File: config.mk
export PLATFORM = sky130hd
export DESIGN_NAME = mwfr_fmul
export DESIGN_NICKNAME = d
export VERILOG_FILES = /design/src/rtl/core/mwfr_pkg.sv /design/src/rtl/core/mwfr_fmul.sv
export SDC_FILE = /design/constraint.sdc
export NUM_CORES = 2
export LEC_CHECK = 0
export ABC_AREA = 1
export BUFFER_PORTS_ARGS = -buffer_cell sky130_fd_sc_hd__clkbuf_2
export CELL_PAD_IN_SITES_DETAIL_PLACEMENT = 0
export CELL_PAD_IN_SITES_GLOBAL_PLACEMENT = 1
export CORE_MARGIN = 1
export CORE_UTILIZATION = 35
export DETAILED_ROUTE_END_ITERATION = 12
export GPL_TIMING_DRIVEN = 0
export PLACE_DENSITY_LB_ADDON = 0.1
export SYNTH_ARGS = -nofsm -noshare
export SYNTH_HDL_FRONTEND = slang
export SYNTH_SLANG_ARGS = --single-unit
File: constraint.sdc
create_clock -name vclk -period 18.1
set_input_delay 4.525 -clock vclk [all_inputs]
set_output_delay 4.525 -clock vclk [all_outputs]
set_load 0.01 [all_outputs]
File: src/rtl/core/mwfr_pkg.sv
// Shared constants for the Maxwell f-wave split pipeline.
// Used by the top level, the fixed-point multiplier and the port checker.
package mwfr_pkg;

	// Default number format: signed Q16.16.
	localparam int DATA_WIDTH_DEF = 32;
	localparam int FRAC_BITS_DEF  = 16;

	// Each input transaction produces one result per state component.
	localparam int              NUM_COMP  = 8;
	localparam int              COMP_W    = 3;
	localparam logic [COMP_W-1:0] LAST_COMP = 3'd7;

	// Sweep direction codes; the unused code three behaves as x.
	localparam logic [1:0] DIR_Y = 2'd1;
	localparam logic [1:0] DIR_Z = 2'd2;

	// Configuration register indexes.
	localparam int         CFG_IDX_W         = 2;
	localparam logic [1:0] CFG_LIGHT_SPEED   = 2'd0;
	localparam logic [1:0] CFG_INV_LIGHT     = 2'd1;
	localparam logic [1:0] CFG_MAG_CLEANING  = 2'd2;
	localparam logic [1:0] CFG_ELEC_CLEANING = 2'd3;

endpackage

File: src/rtl/core/mwfr_fmul.sv
// Signed fixed-point multiply with round half away from zero and saturation.
// Purely combinational; depends on mwfr_pkg for default widths.
module mwfr_fmul
	import mwfr_pkg::*;
#(
	parameter int DATA_WIDTH = DATA_WIDTH_DEF,
	parameter int FRAC_BITS  = FRAC_BITS_DEF
) (
	input  logic signed [DATA_WIDTH-1:0] a,
	input  logic signed [DATA_WIDTH-1:0] b,
	output logic signed [DATA_WIDTH-1:0] y
);

	localparam int PW = 2 * DATA_WIDTH;
	localparam int SW = PW + 1;
	localparam int MW = SW - FRAC_BITS;
	localparam logic [SW-1:0] RND = SW'(1) << (FRAC_BITS - 1);
	localparam logic [MW-1:0] LIM = MW'(1) << (DATA_WIDTH - 1);
	localparam logic [DATA_WIDTH-1:0] VMAX = {1'b0, {(DATA_WIDTH-1){1'b1}}};
	localparam logic [DATA_WIDTH-1:0] VMIN = {1'b1, {(DATA_WIDTH-1){1'b0}}};

	logic [DATA_WIDTH-1:0] mag_a;
	logic [DATA_WIDTH-1:0] mag_b;
	logic [PW-1:0]         prod;
	logic [SW-1:0]         rsum;
	logic [MW-1:0]         mag_m;
	logic                  negative;

	// Multiply magnitudes, then round by adding half an LSB before the shift.
	always_comb begin
		mag_a    = a[DATA_WIDTH-1] ? (~a + 1'b1) : a;
		mag_b    = b[DATA_WIDTH-1] ? (~b + 1'b1) : b;
		prod     = PW'(mag_a) * PW'(mag_b);
		rsum     = SW'(prod) + RND;
		mag_m    = rsum[SW-1:FRAC_BITS];
		negative = a[DATA_WIDTH-1] ^ b[DATA_WIDTH-1];
	end

	// Apply the sign and clamp to the signed range.
	always_comb begin
		if (!negative) begin
			y = (mag_m >= LIM) ? VMAX : mag_m[DATA_WIDTH-1:0];
		end else if (mag_m >= LIM) begin
			y = VMIN;
		end else begin
			y = ~mag_m[DATA_WIDTH-1:0] + 1'b1;
		end
	end

endmodule

# == Word-level counts from Yosys, hierarchy flattened ==
# Index checks and enable logic that the tools add are counted.
# word_totals
output_inout_bits,32
wordCells,15
ff_bits,0
in_bits,64
# classes
n_lt_le_gt_ge,1
mul,1
bitwise_logic,4
muxes,5
addsub,4
# ops
op,count
32-bit two-way mux,5
32-bit by 1-bit adder with 32-bit output (second input constant),3
32-bit NOT,3
64-bit by 16-bit adder with 65-bit output (second input constant),1
32-bit by 32-bit multiplier with 64-bit output,1
49-bit by 32-bit greater-or-equal comparator with 1-bit output (second input constant),1
1-bit XOR,1

# == Logic depth before layout (Yosys ltp) ==
# logic_depth
depth_word,9
depth_mapped,56

# == Least setup slack after synthesis ==
# Ideal clock, no wire load.
# synth_path
path_type,input-to-output
from,in a[0]
to,out y[28]
stages,52
t_arrival_ns,13.267
slack_ns,0.308
path_cell_list,buf_6 > inv_1 > buf_1 > ha_1 > inv_1 > nor2_1 > inv_1 > nor2_1 > inv_1 > nor2_2 > inv_1 > nor3_2 > inv_1 > o21ai_0 > xor2_1 > buf_4 > buf_2 > nand2_1 > (+16 left out) > a21oi_1 > inv_1 > a21oi_1 > nand2_1 > nand2_1 > nand3_1 > nand2_1 > nand2_1 > inv_1 > nand2_1 > nor2_1 > and2_1 > nand3_1 > nor2_4 > buf_6 > nand2_1 > nand3_1 > nand2_1
# synth_via
elab_chain_len,9
elab_cells_between_ends,11
# synth_rtl
item,line,source
from (decl),mwfr_fmul.sv:9,"input logic signed [DATA_WIDTH-1:0] a,"
32-bit NOT,mwfr_fmul.sv:31,mag_a = a[DATA_WIDTH-1] ? (~a + 1'b1) : a;
32-bit by 1-bit adder with 32-bit output,mwfr_fmul.sv:31,
32-bit two-way mux (*),mwfr_fmul.sv:31,
32-bit by 32-bit multiplier with 64-bit output (*),mwfr_fmul.sv:33,prod = PW'(mag_a) * PW'(mag_b);
64-bit by 16-bit adder with 65-bit output (*),mwfr_fmul.sv:34,rsum = SW'(prod) + RND;
32-bit NOT,mwfr_fmul.sv:46,y = ~mag_m[DATA_WIDTH-1:0] + 1'b1;
32-bit by 1-bit adder with 32-bit output,mwfr_fmul.sv:46,
32-bit two-way mux,mwfr_fmul.sv:43,end else if (mag_m >= LIM) begin
32-bit two-way mux (*),mwfr_fmul.sv:41,if (!negative) begin
to (decl),mwfr_fmul.sv:11,output logic signed [DATA_WIDTH-1:0] y
# Every way passes the cells marked *; elsewhere a longest branch is shown, timed or not.

# == Worst setup path after layout ==
# layout_path
from,in b[4]
to,out y[22]
# layout_via
elab_chain_len,9
elab_cells_between_ends,11
# layout_rtl
item,line,source
from (decl),mwfr_fmul.sv:10,"input logic signed [DATA_WIDTH-1:0] b,"
32-bit NOT,mwfr_fmul.sv:32,mag_b = b[DATA_WIDTH-1] ? (~b + 1'b1) : b;
32-bit by 1-bit adder with 32-bit output,mwfr_fmul.sv:32,
32-bit two-way mux (*),mwfr_fmul.sv:32,
32-bit by 32-bit multiplier with 64-bit output (*),mwfr_fmul.sv:33,
64-bit by 16-bit adder with 65-bit output (*),mwfr_fmul.sv:34,
32-bit NOT,mwfr_fmul.sv:46,
32-bit by 1-bit adder with 32-bit output,mwfr_fmul.sv:46,
32-bit two-way mux,mwfr_fmul.sv:43,
32-bit two-way mux (*),mwfr_fmul.sv:41,
# Marked as above.

==> run_results.csv <==
group,metric,value,unit
setup_path,slowest_delay,630,ps
finish,drive_above_1_share,0.2166,
timing,drv_slew,0,
placement,dpl.hpwl,148100,µm
synth,synth_xor_area_frac,0.009410,
floorplanning,die_y,330.5,µm
floorplanning,std_cell_rows,120,
run,maxCapViolations,0,
run_status,status,"finished, violations left",
timing,maxSlewHeadroom,0.1620,
synth,synth_top_family_by_area,"adder cells",
timing,fin_crit_sh,1.027,
finish,area_growth,21.98,%
finish,n_fill_cell,11274,
setup_path,arrival,14060,ps
grt,grt_pass1_wl,248100,µm
synth,synth.most_common_cell,"inv_1",
synth,synth_commonest_cells,"inv_1, nand2_1, fa_1",
timing,setup_ws,-489.9,ps
finish,layoutNonFillerInstCount,6794,
synth,synth_cell_types,52,
synth,synth_largest_area_cell,"fa_1",
placement,numPortBuffers,93,
synth,netlist_area,0.03776,mm²
detailed_routing,via_per_inst,5.043,
synth,ys_seq_area_frac,0,
grt,gr-usage-all-layers,0.3184,
synth,synthTopCellsByArea,"fa_1, inv_1, nand2_1, ha_1, nor2_1",
setup_path,worstSetupEndpointType,"output pin",
setup_path,start_kind,"input pin",
synth,synth-simple-area-share,0.2394,
setup_path,required,13570,ps
detailed_routing,route.vias.total,34260,
floorplanning,coreArea,0.1071,mm²
placement,dp.cells,6567,
detailed_routing,wl_per_cell,25.30,µm
grt,first_global_vias,35798,
floorplanning,die_area,0.1092,mm²
timing,setup_viol,32,
timing,tightest_slew,1257,ps
synth,synth_cells,5071,
synth,synth_fp_nets,6325,
timing,holdWs,10080,ps
finish,area.sequential,0,µm²
detailed_routing,finalWirelength,171900,µm
floorplanning,start_util,0.3527,
synth,yosys-mux-area-fraction,0,
synth,synth-adder-area-share,0.5728,
setup_path,cpMostUsedCell,"nand2_2",
timing,fmax,0.05379,GHz
placement,dp_slack,-4552,ps
placement,place_congestion,0.9563,
run_status,violations,"setup timing",
detailed_routing,drt_iter0_markers,2387,
finish,seq_cell_count,0,
timing,hold_viol_final,0,
synth,syn_area_per_cell,7.447,µm²
detailed_routing,ant_nets,0,
synth,yosys_warnings,0,
detailed_routing,drt_first_pass_iters,6,
clock_network,cts_hold_buf,0,
setup_path,cp_slowest_cell,"fa_2",
grt,gr-total-overflow,0,
setup_path,critPathKind,"input pin to output pin",
min_path,hold_path_class,"input pin to output pin",
floorplanning,die_w,330.5,µm
finish,fin_nets,6645,
synth,synth_compound_area_frac,0.02886,
finish,multi_input_area,0.03508,mm²
grt,antenna_found_initial,7,
setup_path,worstPathMaxFanout,7,
finish,nClkBuffers,0,
timing,min_period,18590,ps
grt,grt_max_degree,11,
floorplanning,ios,96,
synth,yosys.area.top_type_share,0.4761,
detailed_routing,drc,0,
finish,fin_util,0.4303,
timing,rsz0062_at_grt,"yes",
## path summary, 6_finish.rpt
| path | from | end | slack, ps | depth (start not counted) |
|---|---|---|---|---|
| setup / recovery | b[4] | y[22] | -490 | 50 |
| hold / removal | b[31] | y[22] | 10080 | 8 |
## per-stage QoR
step	cell area [µm²]	setup TNS [ps]
after CTS	44760	-12830
after global placement	39980	-138670
after detailed placement	39980	-138960
after floorplan	37760	0
final	46060	-13830
after global routing	46060	-24640
## critical path: cells and delay by family
kind,cells,cell delay [ps]
buffers and inverters,12,1240
AO/OA/AOI/OAI,2,380
AND/OR/NAND/NOR,27,3320
adder cells (fa/ha/maj),9,4520
## repair_timing
item	4_1_cts	5_1_grt
gates resized for setup	913	281
setup endpoints to repair	32	32
gates cloned	4	5
buffers inserted	172	46
pin swaps	184	174
## placed cells by master (no fill, tap or decap), types with 30 or more instances in the layout
cell	n
nand3_1	86
nand2_4	43
ha_1	253
nor2_2	68
inv_1	1183
a21oi_2	41
nor2_1	574
buf_4	187
nand4_1	39
o21ai_0	48
fa_2	68
ha_4	35
buf_2	30
buf_12	36
clkbuf_1	35
inv_2	62
a21oi_1	38
clkbuf_2	111
buf_6	34
nand2_2	122
fa_1	830
nor2_4	71
nand2_1	1032
## kinds of logic after synthesis
group           count (synthesis)
fa+ha+maj                    1190
buf+inv                      1465
simple gates                 2176
compound gates                202
xor+xnor                       38
## final cells by class
| cell class | instances | share of cell area |
|---|---|---|
| Antenna cell | 2 | 0.0001087 |
| Buffer | 168 | 0.03170 |
| Inverter | 1296 | 0.1102 |
| Multi-Input combinational cell | 3606 | 0.7615 |
| Tap cell | 1403 | 0.03811 |
| Timing Repair Buffer | 319 | 0.05840 |
## layer usage
layer  track usage  up-vias  wire [µm]
li1              -    15271          -
met1        0.4371    17701      74210
met2        0.5356     1083      81430
met3       0.04432      203      11450
met4       0.06161        2       4812
met5             0        -         13
